### src/hdl/jakc_pkg.sv
`default_nettype none

package jakc_pkg;

    // item and state widths
    localparam int ADC_W        = 12;
    localparam int EST_W        = 20;
    localparam int EST_FRAC     = 8;
    localparam int VAR_W        = 32;
    localparam int K_BITS       = 17;
    localparam int CNT_W        = 5;
    localparam int GAIN_W       = 16;
    localparam int GAIN_FRAC    = 14;
    localparam int VAL_W        = 14;
    localparam int IN_TDATA_W   = 16;
    localparam int OUT_TDATA_W  = 24;
    localparam int APB_AW       = 5;
    localparam int APB_DW       = 32;
    localparam int PULSE_LIMIT  = 3000;

    // parameter defaults
    localparam int PULSE_MAX_DEF    = 2000;
    localparam int PULSE_MIN_DEF    = 1000;
    localparam int PULSE_CENTER_DEF = 1500;
    localparam int ADC_BITS_DEF     = 12;

    // register map, index = paddr[4:2]
    localparam logic [2:0] RI_ZERO_POINT   = 3'd0;
    localparam logic [2:0] RI_PROC_NOISE   = 3'd1;
    localparam logic [2:0] RI_MEAS_NOISE   = 3'd2;
    localparam logic [2:0] RI_INIT_VAR     = 3'd3;
    localparam logic [2:0] RI_DEAD_ZONE    = 3'd4;
    localparam logic [2:0] RI_AXIS_GAIN    = 3'd5;
    localparam logic [2:0] RI_INVERT       = 3'd6;

    // register reset values
    localparam logic [ADC_W-1:0]  ZERO_POINT_RST = 12'd2048;
    localparam logic [VAR_W-1:0]  NOISE_RST      = 32'd65536;
    localparam logic [VAR_W-1:0]  INIT_VAR_RST   = 32'd65536;
    localparam logic [ADC_W-1:0]  DEAD_ZONE_RST  = 12'd0;
    localparam logic [GAIN_W-1:0] AXIS_GAIN_RST  = 16'h4000;

    typedef enum logic [8:0] {
        ST_IDLE = 9'b000000001,
        ST_PREP = 9'b000000010,
        ST_DIV  = 9'b000000100,
        ST_UPD  = 9'b000001000,
        ST_OFS  = 9'b000010000,
        ST_GAIN = 9'b000100000,
        ST_MAP  = 9'b001000000,
        ST_DIVC = 9'b010000000,
        ST_FIN  = 9'b100000000
    } state_t;

endpackage

`default_nettype wire

### src/hdl/joystick_axis_kalman_conditioner.sv
`default_nettype none

// channel  direction  beat
// s_axis   in         raw_sample
// m_axis   out        pulse_value, filtered_sample
// apb      in/out     register writes and reads, 7 registers at 4*index
//
// a new sample is accepted only in idle, once the previous item has been through all steps; DM_W is
// the bit width of |PULSE_MAX - PULSE_MIN|, at least 2
// the work is done by the 17-step serial gain divider with its trailing serial multiply
// and by the DM_W-step serial divider of the pulse mapping
// reset is asynchronous: registers take their defaults and the filter state is reloaded
// a finished result waits in the output register while the next sample is accepted;
// the block only holds a second result back while that register is still full

module joystick_axis_kalman_conditioner #(
    parameter int PULSE_MAX    = jakc_pkg::PULSE_MAX_DEF,
    parameter int PULSE_MIN    = jakc_pkg::PULSE_MIN_DEF,
    parameter int PULSE_CENTER = jakc_pkg::PULSE_CENTER_DEF,
    parameter int ADC_BITS     = jakc_pkg::ADC_BITS_DEF
) (
    input  logic                                clk,
    input  logic                                rst_n,
    input  logic                                s_axis_tvalid,
    output logic                                s_axis_tready,
    input  logic [jakc_pkg::IN_TDATA_W-1:0]     s_axis_tdata,   // raw_sample[11:0], zero pad
    output logic                                m_axis_tvalid,
    input  logic                                m_axis_tready,
    output logic [jakc_pkg::OUT_TDATA_W-1:0]    m_axis_tdata,   // pulse_value[11:0],
                                                                // filtered_sample[23:12]
    input  logic                                psel,
    input  logic                                penable,
    input  logic                                pwrite,
    input  logic [jakc_pkg::APB_AW-1:0]         paddr,
    input  logic [jakc_pkg::APB_DW-1:0]         pwdata,
    output logic [jakc_pkg::APB_DW-1:0]         prdata,
    output logic                                pready
);
    import jakc_pkg::*;

    localparam int  DIFF_RAW = PULSE_MAX - PULSE_MIN;
    localparam bit  DIFF_NEG = (DIFF_RAW < 0);
    localparam int  DIFF_MAG = DIFF_NEG ? -DIFF_RAW : DIFF_RAW;
    localparam int  DIVISOR  = 2 * PULSE_MAX;
    localparam int  OFF_W    = $clog2(PULSE_MAX + 1);
    localparam int  Q1_W     = OFF_W + 1;
    localparam int  DM_W     = ($clog2(DIFF_MAG + 1) < 2) ? 2 : $clog2(DIFF_MAG + 1);
    localparam int  N_W      = Q1_W + DM_W;
    localparam int  RW       = $clog2(DIVISOR);
    localparam int  GP_W     = OFF_W + GAIN_W;
    localparam logic [ADC_W-1:0] RAW_MASK =
        (ADC_BITS >= ADC_W) ? {ADC_W{1'b1}} : ADC_W'((1 << ADC_BITS) - 1);

    state_t                 state_reg, state_next;
    logic [CNT_W-1:0]       cnt_reg, cnt_next;

    logic [ADC_W-1:0]       zp_reg, zp_next;
    logic [VAR_W-1:0]       qn_reg, qn_next;
    logic [VAR_W-1:0]       rn_reg, rn_next;
    logic [VAR_W-1:0]       iv_reg, iv_next;
    logic [ADC_W-1:0]       dz_reg, dz_next;
    logic [GAIN_W-1:0]      gain_reg, gain_next;
    logic                   inv_reg, inv_next;

    logic [EST_W-1:0]       est_reg, est_next;
    logic [VAR_W-1:0]       var_reg, var_next;

    logic                   qbit_reg, qbit_next;
    logic                   mul_on_reg, mul_on_next;
    logic                   out_valid_reg, out_valid_next;

    logic [VAR_W-1:0]       p1_reg, p1_next;
    logic [VAR_W:0]         denom_reg, denom_next;
    logic                   dzero_reg, dzero_next;
    logic [VAR_W:0]         rem_reg, rem_next;
    logic [EST_W-1:0]       dmag_reg, dmag_next;
    logic                   dneg_reg, dneg_next;
    logic [35:0]            ae_reg, ae_next;
    logic [47:0]            ap_reg, ap_next;
    logic [OFF_W-1:0]       mag_reg, mag_next;
    logic                   sgn_reg, sgn_next;
    logic [GP_W-1:0]        gp_reg, gp_next;
    logic [RW-1:0]          crem_reg, crem_next;
    logic [DM_W-1:0]        nlow_reg, nlow_next;
    logic [ADC_W-1:0]       out_pulse_reg, out_pulse_next;
    logic [ADC_W-1:0]       out_filt_reg, out_filt_next;

    logic                   cfg_wr;
    logic [2:0]             cfg_idx;
    logic                   reload;

    logic [ADC_W-1:0]       raw;
    logic [EST_W-1:0]       raw_q;
    logic [VAR_W:0]         p1_sum;
    logic [VAR_W+1:0]       t_div;
    logic                   qb;
    logic [EST_W-1:0]       delta;
    logic [47:0]            var_diff;
    logic [ADC_W-1:0]       filt;
    logic [ADC_W:0]         offs;
    logic [ADC_W-1:0]       amag;
    logic [ADC_W-1:0]       cmag;
    logic [GAIN_W-1:0]      gmag;
    logic [Q1_W-1:0]        q1;
    logic [N_W-1:0]         nv;
    logic [RW:0]            t_map;
    logic                   qm;
    logic signed [VAL_W-1:0] val0, val1, qv;

    assign cfg_wr        = psel & penable & pwrite & pready;
    assign cfg_idx       = paddr[4:2];
    assign pready        = 1'b1;
    assign s_axis_tready = (state_reg == ST_IDLE);
    assign m_axis_tvalid = out_valid_reg;
    assign m_axis_tdata  = {out_filt_reg, out_pulse_reg};

    always_comb
    begin
        unique case (cfg_idx)
            RI_ZERO_POINT: prdata = {{(APB_DW-ADC_W){1'b0}}, zp_reg};
            RI_PROC_NOISE: prdata = qn_reg;
            RI_MEAS_NOISE: prdata = rn_reg;
            RI_INIT_VAR:   prdata = iv_reg;
            RI_DEAD_ZONE:  prdata = {{(APB_DW-ADC_W){1'b0}}, dz_reg};
            RI_AXIS_GAIN:  prdata = {{(APB_DW-GAIN_W){1'b0}}, gain_reg};
            RI_INVERT:     prdata = {{(APB_DW-1){1'b0}}, inv_reg};
            default:       prdata = '0;
        endcase
    end

    // datapath helpers
    always_comb
    begin
        raw      = s_axis_tdata[ADC_W-1:0] & RAW_MASK;
        raw_q    = {raw, {EST_FRAC{1'b0}}};
        p1_sum   = {1'b0, var_reg} + {1'b0, qn_reg};

        t_div    = (cnt_reg == '0) ? {1'b0, rem_reg} : {rem_reg, 1'b0};
        qb       = (t_div >= {1'b0, denom_reg});

        delta    = ae_reg[35:16];
        var_diff = {p1_reg, 16'h0000} - ap_reg;

        filt     = est_reg[EST_W-1:EST_FRAC];
        offs     = {1'b0, filt} - {1'b0, zp_reg};
        amag     = offs[ADC_W] ? ADC_W'(-offs) : offs[ADC_W-1:0];
        if (amag < dz_reg)
            cmag = '0;
        else if (amag > ADC_W'(PULSE_MAX))
            cmag = ADC_W'(PULSE_MAX);
        else
            cmag = amag;

        gmag     = gain_reg[GAIN_W-1] ? (~gain_reg + 1'b1) : gain_reg;

        q1       = Q1_W'(gp_reg >> GAIN_FRAC);
        nv       = {{DM_W{1'b0}}, q1} * N_W'(DIFF_MAG);

        t_map    = {crem_reg, nlow_reg[DM_W-1]};
        qm       = (t_map >= (RW+1)'(DIVISOR));

        qv       = VAL_W'({{(VAL_W-DM_W){1'b0}}, nlow_reg});
        val0     = sgn_reg ? (VAL_W'(PULSE_CENTER) - qv) : (VAL_W'(PULSE_CENTER) + qv);
        val1     = inv_reg ? (VAL_W'(PULSE_LIMIT) - val0) : val0;
    end

    always_comb
    begin
        state_next     = state_reg;
        cnt_next       = cnt_reg;
        zp_next        = zp_reg;
        qn_next        = qn_reg;
        rn_next        = rn_reg;
        iv_next        = iv_reg;
        dz_next        = dz_reg;
        gain_next      = gain_reg;
        inv_next       = inv_reg;
        est_next       = est_reg;
        var_next       = var_reg;
        qbit_next      = qbit_reg;
        mul_on_next    = mul_on_reg;
        out_valid_next = out_valid_reg & ~m_axis_tready;
        p1_next        = p1_reg;
        denom_next     = denom_reg;
        dzero_next     = dzero_reg;
        rem_next       = rem_reg;
        dmag_next      = dmag_reg;
        dneg_next      = dneg_reg;
        ae_next        = ae_reg;
        ap_next        = ap_reg;
        mag_next       = mag_reg;
        sgn_next       = sgn_reg;
        gp_next        = gp_reg;
        crem_next      = crem_reg;
        nlow_next      = nlow_reg;
        out_pulse_next = out_pulse_reg;
        out_filt_next  = out_filt_reg;
        reload         = 1'b0;

        if (cfg_wr)
        begin
            reload = 1'b1;
            unique case (cfg_idx)
                RI_ZERO_POINT: zp_next   = pwdata[ADC_W-1:0];
                RI_PROC_NOISE: qn_next   = pwdata;
                RI_MEAS_NOISE: rn_next   = pwdata;
                RI_INIT_VAR:   iv_next   = pwdata;
                RI_DEAD_ZONE:  dz_next   = pwdata[ADC_W-1:0];
                RI_AXIS_GAIN:  gain_next = pwdata[GAIN_W-1:0];
                RI_INVERT:     inv_next  = pwdata[0];
                default:       reload    = 1'b0;
            endcase
            if (reload)
            begin
                est_next = {zp_next, {EST_FRAC{1'b0}}};
                var_next = iv_next;
            end
        end

        unique case (state_reg)
            ST_IDLE:
            begin
                if (s_axis_tvalid)
                begin
                    p1_next    = p1_sum[VAR_W] ? {VAR_W{1'b1}} : p1_sum[VAR_W-1:0];
                    dneg_next  = (est_reg > raw_q);
                    dmag_next  = (est_reg > raw_q) ? (est_reg - raw_q) : (raw_q - est_reg);
                    state_next = ST_PREP;
                end
            end
            ST_PREP:
            begin
                denom_next  = {1'b0, p1_reg} + {1'b0, rn_reg};
                dzero_next  = (({1'b0, p1_reg} + {1'b0, rn_reg}) == '0);
                rem_next    = {1'b0, p1_reg};
                ae_next     = '0;
                ap_next     = '0;
                cnt_next    = '0;
                mul_on_next = 1'b0;
                state_next  = ST_DIV;
            end
            ST_DIV:
            begin
                // restoring divide, one gain bit a cycle, msb first
                if (cnt_reg < CNT_W'(K_BITS))
                begin
                    rem_next    = qb ? (VAR_W+1)'(t_div - {1'b0, denom_reg}) : t_div[VAR_W:0];
                    qbit_next   = qb & ~dzero_reg;
                    mul_on_next = 1'b1;
                end
                else
                begin
                    mul_on_next = 1'b0;
                end
                // shift-add multiply takes each gain bit in the cycle after the divider makes it
                if (mul_on_reg)
                begin
                    ae_next = {ae_reg[34:0], 1'b0} + (qbit_reg ? {16'h0000, dmag_reg} : '0);
                    ap_next = {ap_reg[46:0], 1'b0} + (qbit_reg ? {16'h0000, p1_reg} : '0);
                end
                cnt_next = cnt_reg + 1'b1;
                if (cnt_reg == CNT_W'(K_BITS))
                    state_next = ST_UPD;
            end
            ST_UPD:
            begin
                est_next   = dneg_reg ? (est_reg - delta) : (est_reg + delta);
                var_next   = var_diff[47:16];
                state_next = ST_OFS;
            end
            ST_OFS:
            begin
                mag_next   = OFF_W'(cmag);
                sgn_next   = offs[ADC_W];
                state_next = ST_GAIN;
            end
            ST_GAIN:
            begin
                gp_next    = {{GAIN_W{1'b0}}, mag_reg} * {{OFF_W{1'b0}}, gmag};
                sgn_next   = sgn_reg ^ gain_reg[GAIN_W-1];
                state_next = ST_MAP;
            end
            ST_MAP:
            begin
                crem_next  = RW'(nv >> DM_W);
                nlow_next  = nv[DM_W-1:0];
                sgn_next   = sgn_reg ^ DIFF_NEG;
                cnt_next   = '0;
                state_next = ST_DIVC;
            end
            ST_DIVC:
            begin
                // quotient bits shift in where dividend bits shift out
                crem_next = qm ? RW'(t_map - (RW+1)'(DIVISOR)) : t_map[RW-1:0];
                nlow_next = {nlow_reg[DM_W-2:0], qm};
                cnt_next  = cnt_reg + 1'b1;
                if (cnt_reg == CNT_W'(DM_W - 1))
                    state_next = ST_FIN;
            end
            ST_FIN:
            begin
                if (!out_valid_reg || m_axis_tready)
                begin
                    if (val1 < 0)
                        out_pulse_next = '0;
                    else if (val1 > VAL_W'(PULSE_LIMIT))
                        out_pulse_next = ADC_W'(PULSE_LIMIT);
                    else
                        out_pulse_next = val1[ADC_W-1:0];
                    out_filt_next  = filt;
                    out_valid_next = 1'b1;
                    state_next     = ST_IDLE;
                end
            end
            default:
            begin
                state_next = ST_IDLE;
            end
        endcase
    end

    always_ff @(posedge clk or negedge rst_n)
    begin
        if (!rst_n)
        begin
            state_reg     <= ST_IDLE;
            cnt_reg       <= '0;
            zp_reg        <= ZERO_POINT_RST;
            qn_reg        <= NOISE_RST;
            rn_reg        <= NOISE_RST;
            iv_reg        <= INIT_VAR_RST;
            dz_reg        <= DEAD_ZONE_RST;
            gain_reg      <= AXIS_GAIN_RST;
            inv_reg       <= 1'b0;
            est_reg       <= {ZERO_POINT_RST, {EST_FRAC{1'b0}}};
            var_reg       <= INIT_VAR_RST;
            qbit_reg      <= 1'b0;
            mul_on_reg    <= 1'b0;
            out_valid_reg <= 1'b0;
        end
        else
        begin
            state_reg     <= state_next;
            cnt_reg       <= cnt_next;
            zp_reg        <= zp_next;
            qn_reg        <= qn_next;
            rn_reg        <= rn_next;
            iv_reg        <= iv_next;
            dz_reg        <= dz_next;
            gain_reg      <= gain_next;
            inv_reg       <= inv_next;
            est_reg       <= est_next;
            var_reg       <= var_next;
            qbit_reg      <= qbit_next;
            mul_on_reg    <= mul_on_next;
            out_valid_reg <= out_valid_next;
        end
    end

    always_ff @(posedge clk)
    begin
        p1_reg        <= p1_next;
        denom_reg     <= denom_next;
        dzero_reg     <= dzero_next;
        rem_reg       <= rem_next;
        dmag_reg      <= dmag_next;
        dneg_reg      <= dneg_next;
        ae_reg        <= ae_next;
        ap_reg        <= ap_next;
        mag_reg       <= mag_next;
        sgn_reg       <= sgn_next;
        gp_reg        <= gp_next;
        crem_reg      <= crem_next;
        nlow_reg      <= nlow_next;
        out_pulse_reg <= out_pulse_next;
        out_filt_reg  <= out_filt_next;
    end

    a_div_count: assert property (@(posedge clk) disable iff (!rst_n)
        (state_reg == ST_DIV) |-> (cnt_reg <= CNT_W'(K_BITS)))
        else $error("gain divider ran past its last step");

    a_var_shrinks: assert property (@(posedge clk) disable iff (!rst_n)
        (state_reg == ST_UPD) |=> (var_reg <= $past(p1_reg)))
        else $error("variance grew in the update");

    a_map_rem: assert property (@(posedge clk) disable iff (!rst_n)
        (state_reg == ST_DIVC) |-> (crem_reg < RW'(DIVISOR)))
        else $error("mapping remainder not below divisor");

    a_quot_bound: assert property (@(posedge clk) disable iff (!rst_n)
        (state_reg == ST_FIN) |-> (nlow_reg <= DM_W'(DIFF_MAG)))
        else $error("mapping quotient out of range");

    a_est_change: assert property (@(posedge clk) disable iff (!rst_n)
        !$stable(est_reg) |-> ($past(state_reg == ST_UPD) || $past(cfg_wr)))
        else $error("estimate changed outside update or reload");

endmodule

`default_nettype wire
### config.mk
export PLATFORM = sky130hd
export DESIGN_NAME = joystick_axis_kalman_conditioner
export DESIGN_NICKNAME = d
export VERILOG_FILES = /design/src/hdl/jakc_pkg.sv /design/src/hdl/joystick_axis_kalman_conditioner.sv
export SDC_FILE = /design/constraint.sdc
export NUM_CORES = 2
export LEC_CHECK = 0
export ABC_CLOCK_PERIOD_IN_PS = 7200
export BUFFER_PORTS_ARGS = -buffer_cell sky130_fd_sc_hd__clkbuf_2
export CORE_ASPECT_RATIO = 1.2
export CORE_MARGIN = 8
export CORE_UTILIZATION = 45
export CTS_CLUSTER_DIAMETER = 100
export DETAILED_ROUTE_END_ITERATION = 12
export MAX_ROUTING_LAYER = met4
export PLACE_DENSITY = 0.58
export SLEW_MARGIN = 40
export SYNTH_ARGS = -nofsm -noshare
export SYNTH_HDL_FRONTEND = slang
export SYNTH_SLANG_ARGS = --single-unit
### constraint.sdc
create_clock -name clk -period 7.2 [get_ports clk]
set_input_delay 0.36 -clock clk [delete_from_list [all_inputs] [get_ports clk]]
set_output_delay 0.36 -clock clk [all_outputs]
set_load 0.01 [all_outputs]
== After elaboration in Yosys (flattened, before gate mapping) ==
Cells that the tools add are included.

* Register bits after elaboration: 494
* Latch bits: 0
* Bits in writable memories: 0
* Memory bits (read-only): 0
* Bits of input ports: 60
* Word-level logic and storage cells: 161
* Memories: 0

* Add/sub/neg operators: 18
* $mul: 2
* Div/mod/pow operators: 0
* $lt $le $gt $ge: 8
* Equal/unequal tests: 23
* Shifts and indexed selects: 0
* Mux-type cells: 43
* Bitwise gates (word level): 8
* Reduce and logical (&&, ||, !) cells: 28

{| class="wikitable"
|+ Operators by type and width
! kind !! number
|-
| case mux 32 bit (7 select lines) || 1
|-
| 2-to-1 mux 32 bit || 5
|-
| 2-to-1 mux 20 bit || 6
|-
| case mux 48 bit (2 select lines) || 1
|-
| case mux 9 bit (9 select lines) || 1
|-
| case mux 36 bit (2 select lines) || 1
|-
| adder 32 x 32 -> 33 bit || 2
|-
| 2-to-1 mux 33 bit || 2
|-
| case mux 33 bit (2 select lines) || 1
|-
| subtractor 20 bit || 3
|-
| adder 48 x 32 -> 48 bit || 1
|-
| 2-to-1 mux 12 bit || 4
|-
| 2-to-1 mux 48 bit || 1
|-
| subtractor 48 bit || 1
|-
| adder 36 x 20 -> 36 bit || 1
|-
| 2-to-1 mux 36 bit || 1
|-
| 2-to-1 mux 9 bit || 4
|-
| greater-or-equal comparator 34 x 33 -> 1 bit || 1
|-
| 2-to-1 mux 34 bit || 1
|-
| logical NOT 33 bit || 1
|-
| subtractor 33 bit || 1
|-
| 2-to-1 mux 14 bit || 2
|-
| multiplier 11 x 16 -> 26 bit || 1
|-
| case mux 12 bit (2 select lines) || 1
|-
| 51 further kinds || 86
|}

== Longest topological paths before layout ==
* Word-level depth: 7
* Depth in mapped cells: 28
* Depth with buffers taken out: 27

== Worst setup path after synthesis ==
No wires, ideal clock.

* Path type: reg-to-reg
* Start point: register gain_reg[2]
* End point: register gp_reg[25] (data pin)
* Library setup time: 0.260 ns
* Data arrival time: 6.209 ns
* Required time: 6.940 ns
* Setup slack: 0.731 ns
* Cell stages (with the launch flop): 28
* Cell sequence: dfrtp_1 > nor4_1 > nand2b_1 > nor2_1 > nand3_1 > o21ai_0 > xor2_1 > clkbuf_1 > nand2b_1 > fa_1 > fa_1 > inv_1 > fa_1 > fa_1 > inv_1 > fa_1 > inv_1 > ha_1 > o21a_1 > o21ai_0 > o21ai_0 > a211oi_1 > o21ai_1 > nand4_1 > a31oi_1 > a21oi_1 > o21bai_1 > xnor2_1

* Word-level cells in the longest chain between the ends: 4

{| class="wikitable"
|+ Ends and longest elaborated chain
! element !! line !! RTL
|-
| from (decl) || joystick_axis_kalman_conditioner.sv:62 || <nowiki>logic [GAIN_W-1:0] gain_reg, gain_next;</nowiki>
|-
| from (signal assigned) || joystick_axis_kalman_conditioner.sv:350 || <nowiki>gain_reg <= gain_next;</nowiki>
|-
| inverter 16 bit || joystick_axis_kalman_conditioner.sv:154 || <nowiki>gmag = gain_reg[GAIN_W-1] ? (~gain_reg + 1'b1) : gain_reg;</nowiki>
|-
| adder 16 x 1 -> 16 bit || joystick_axis_kalman_conditioner.sv:154 ||
|-
| 2-to-1 mux 16 bit (*) || joystick_axis_kalman_conditioner.sv:154 ||
|-
| multiplier 11 x 16 -> 26 bit (*) || joystick_axis_kalman_conditioner.sv:279 || <nowiki>gp_next = {{GAIN_W{1'b0}}, mag_reg} * {{OFF_W{1'b0}}, gmag};</nowiki>
|-
| to (signal assigned) || joystick_axis_kalman_conditioner.sv:372 || <nowiki>gp_reg <= gp_next;</nowiki>
|-
| to (decl) || joystick_axis_kalman_conditioner.sv:82 || <nowiki>logic [GP_W-1:0] gp_reg, gp_next;</nowiki>
|}

Every way passes the cells marked *; elsewhere a longest branch is shown, timed or not.
A chain may end at the register's enable or synchronous reset.

== Worst setup path in the final report ==
* Start point: register gain_reg[5]
* End point: register gp_reg[25] (data pin)

The elaborated chain is that of the path after synthesis.

==> reports/metrics.csv <==
stage,metric,value,unit
cts,# clock sinks,480,
sta,fmax,0.147,GHz
floorplanning,IO Count,119,
routing,via/cell ratio,5.65,
global_routing,Global Route Usage Sum,22.8,%
finish,Filler Cell Count,8510,
sta,Tmin final,6820,ps
logic_synthesis,Synth async-reset ratio,42.9,%
logic_synthesis,Post-Syn Instances,4350,
sta,fin crit share,94.8,%
cts,H-tree levels,2,
critical_path,cell chain of the critical path,"nor4_2, nand2b_1, nor2_1, nand3_1, o41ai_1, xnor2_1, nand2_1, fa_1, fa_1, inv_1, fa_1, fa_1, inv_1, fa_1, inv_1, ha_1, or3_1, a211oi_2, o21ai_2, nand4_1, a31oi_2, a21oi_1, o21bai_1, xnor2_1",
global_routing,vias in the first global route,32000,
routing,WL/cell,20.2,um
power_and_ir_drop,PwrDens,494,nW/um^2
routing,final WL,114000,um
cts,clock transition at the registers of the reported paths,70,ps
sta,hold_ws,40.6,ps
sta,Final Slew Violations,0,
placement,I/O Buffers,111,
sta,setup violators final,0,
finish,Largest register FFs,48,
placement,DP Wirelength,88400,um
sta,worst slew pin tran,909,ps
logic_synthesis,Post-synth EDFFs,274,
logic_synthesis,syn_nets,4937,
logic_synthesis,Syn Area/Cell,9.46,um^2
floorplanning,Initial Utilization,45.4,%
floorplanning,Floorplan Core Area,90700,um^2
sta,Hold Fails Final Rpt,0,
logic_synthesis,register bit total from synthesis,480,
sta,skew final,30.5,ps
logic_synthesis,"Distinct cells, synth",96,
power_and_ir_drop,Sw Share,45.8,%
logic_synthesis,prevailing post-synth register cell,edfxtp_1,
floorplanning,die height,347,um
routing,drt first-iter violations,2069,
global_routing,initial antenna violation count,2,
critical_path,critical-path maximum fanout,6,
critical_path,max incr delay on CP,540,ps
routing,TritonRoute pass-1 iters,6,
hold_path,HP Class,in2reg,
cts,CTS Root Cell,clkbuf_16,
cts,postcts setup bufs,0,
power_and_ir_drop,leak pwr,0.0203,uW
logic_synthesis,Post-Syn Area,41200,um^2
finish,nets,5003,
critical_path,Worst setup SP type,register,
finish,area grow syn2layout,9.68,%
power_and_ir_drop,Gate power share,64.7,%
logic_synthesis,sequential fraction of the synthesis area,32.5,%
power_and_ir_drop,switching power,10200,uW
cts,Clock Latency Late Sink,640,ps
floorplanning,Core Rows,121,
cts,cts bufs inserted,54,
sta,slew margin rel.,39.4,%
power_and_ir_drop,cell-internal power,12100,uW
sta,RSZ-0062 raised after global routing,no,
placement,gpl congestion,0.928,
critical_path,CP Data Arrival Time,7180,ps
finish,share of layout cells above drive strength 1,11.5,%
global_routing,total gr overflow,0,
critical_path,cell mode on critical path,fa_1,
critical_path,kind of critical path,reg2reg,
logic_synthesis,Syn. warnings,0,
critical_path,critical path capture point type,register,
floorplanning,Die X,292,um
critical_path,CP max-delay cell,fa_1,
floorplanning,die area,101000,um^2
global_routing,largest net degree at the start of global routing,97,
outcome,status,completed,
global_routing,global-route wire length before repair,181000,um
power_and_ir_drop,VDD IR-drop max,366,uV
routing,Remaining DRCs,0,
finish,Finished Core Util,49.8,%
power_and_ir_drop,clock power share,12.8,%
routing,detailed-route via count,31800,
critical_path,Critical Path RT,7560,ps
power_and_ir_drop,sequential power share,22.5,%
flow_run,number of max-cap violations,0,
routing,post-route ant nets,0,
cts,CTS tree,built,
cts,Clock Tree Buf Depth,3,
routing by layer:
layer | GRT usage, % | vias up | part of all wire, %
li1 | - | 15400 | -
met1 | 28.7 | 15500 | 44
met2 | 39.0 | 679 | 49
met3 | 2.45 | 181 | 3.9
met4 | 6.19 | 0 | 2.8
met5 | - | - | 0
metrics by stage:
step / setup WS, ps / instance area, um^2 / setup TNS (ps) / instances / power (uW)
after global placement: 152 / 43000 / 0 / 5510 / 19200
after global routing: 16.6 / 45200 / 0 / 5632 / 24600
after floorplan: 731 / 41200 / 0 / 4350 / 15900
after CTS: 34.3 / 45000 / 0 / 5626 / 22400
final: 376 / 45200 / 0 / 5633 / 22300
after detailed placement: -0.962 / 43100 / -0.962 / 5512 / 19400
power by group through the flow:
| stage | sequential (uW) | clock (uW) | combinational (uW) |
|---|---|---|---|
| final | 5020 | 2860 | 14400 |
| after global routing | 5090 | 3020 | 16500 |
| after CTS | 5020 | 2920 | 14500 |
| after detailed placement | 5070 | 0 | 14400 |
| after global placement | 5060 | 0 | 14100 |
| after floorplan | 4610 | 0 | 11300 |
Yosys cell counts, drive strengths merged (12+ instances only):
cell type / number / share of area, %
fa: 169 / 8.2
nor2b: 63 / 0.96
and2: 141 / 2.1
nand2: 408 / 3.7
nand2b: 45 / 0.68
and3: 27 / 0.41
mux2i: 82 / 2.0
nor2: 279 / 2.5
or3: 43 / 0.65
or4: 13 / 0.24
buf: 24 / 0.28
ha: 358 / 11
clkbuf: 142 / 1.3
or2: 19 / 0.29
nand3: 68 / 0.83
a21o: 113 / 2.1
dfrtp: 198 / 12
a31oi: 32 / 0.49
nor3b: 13 / 0.24
o21ai: 310 / 3.8
o21a: 32 / 0.58
xnor2: 197 / 4.2
xor2: 103 / 2.2
nand4: 30 / 0.46
o211ai: 19 / 0.35
nor4: 22 / 0.40
mux2: 184 / 5.0
inv: 353 / 3.2
o21bai: 25 / 0.46
nor3: 89 / 1.1
a211oi: 30 / 0.56
a22oi: 34 / 0.62
a21oi: 237 / 2.9
edfxtp: 274 / 20
o31ai: 12 / 0.23
a21boi: 15 / 0.27
cells by family (layout without fill, tap and decap cells):
group	Yosys count	in the layout	synth area share, %
flip-flops	480	480	32.5
buffers and inverters	519	631	4.80
XOR/XNOR	300	300	6.38
adder cells (fa/ha/maj)	527	527	19.1
AND/OR/NAND/NOR	1284	1284	15.2
multiplexers	269	269	7.19
AO/OA/AOI/OAI	970	970	14.8
other	1	4	0.00911
path summary, 6_finish.rpt:
check / start / endpoint / slack [ps] / cells past startpoint
min reg2reg: mul_on_reg / mul_on_reg / 500 / 2
max: gain_reg[5] / gp_reg[25] / 380 / 24
min: pwdata[17] / rn_reg[17] / 40 / 2
max in group asynchronous: rst_n / iv_reg[5] / 5600 / 4
min in group asynchronous: rst_n / rn_reg[23] / 260 / 2
max reg2reg: gain_reg[5] / gp_reg[25] / 380 / 24
critical path: cells and delay by family, from the launching register on:
family	cells	cell delay, ps
DFF	1	440
adders and majority gates	6	2790
buffers and inverters	3	140
and+or+nand+nor	7	1520
AOI/OAI and AO/OA	6	1220
xor gates and xnor gates	2	470
layout make-up:
class	instances	area [um^2]	share of cell area, %
antenna	3	7.51	0.0166
clock buffer	87	1730	3.82
clock inverter	15	90.1	0.200
inverter	353	1330	2.93
multi-input combinational	3351	26000	57.5
sequential	480	13400	29.7
tap	1168	1460	3.24
timing repair buffer	176	1170	2.59
cells in the final DEF (no fill, tap or decap), types with 34 or more instances in the layout:
cell type and n:
edfxtp_1 274, or3_1 41, clkbuf_2 110, nand2_1 405
a22oi_1 34, ha_1 358, dfrtp_1 198, a21o_1 112
mux2i_1 82, xnor2_1 194, clkbuf_16 62, buf_4 46
fa_1 169, mux2_2 182, xor2_1 102, o21ai_1 39
nor3_1 85, nor2b_1 61, a21oi_1 232, nand2b_1 45
inv_1 352, nand3_1 67, o21ai_0 268, nor2_1 275
and2_1 140
repair_timing:
item | in CTS | in global routing
gates cloned | 0 | 0
endpoints found under the setup margin | 1 | 5
hold buffers | 12 | 0
endpoints found under the hold margin | 93 | 0
resized for setup | 1 | 6
pin swaps | 0 | 0
Power figures use the tool's default switching activity.
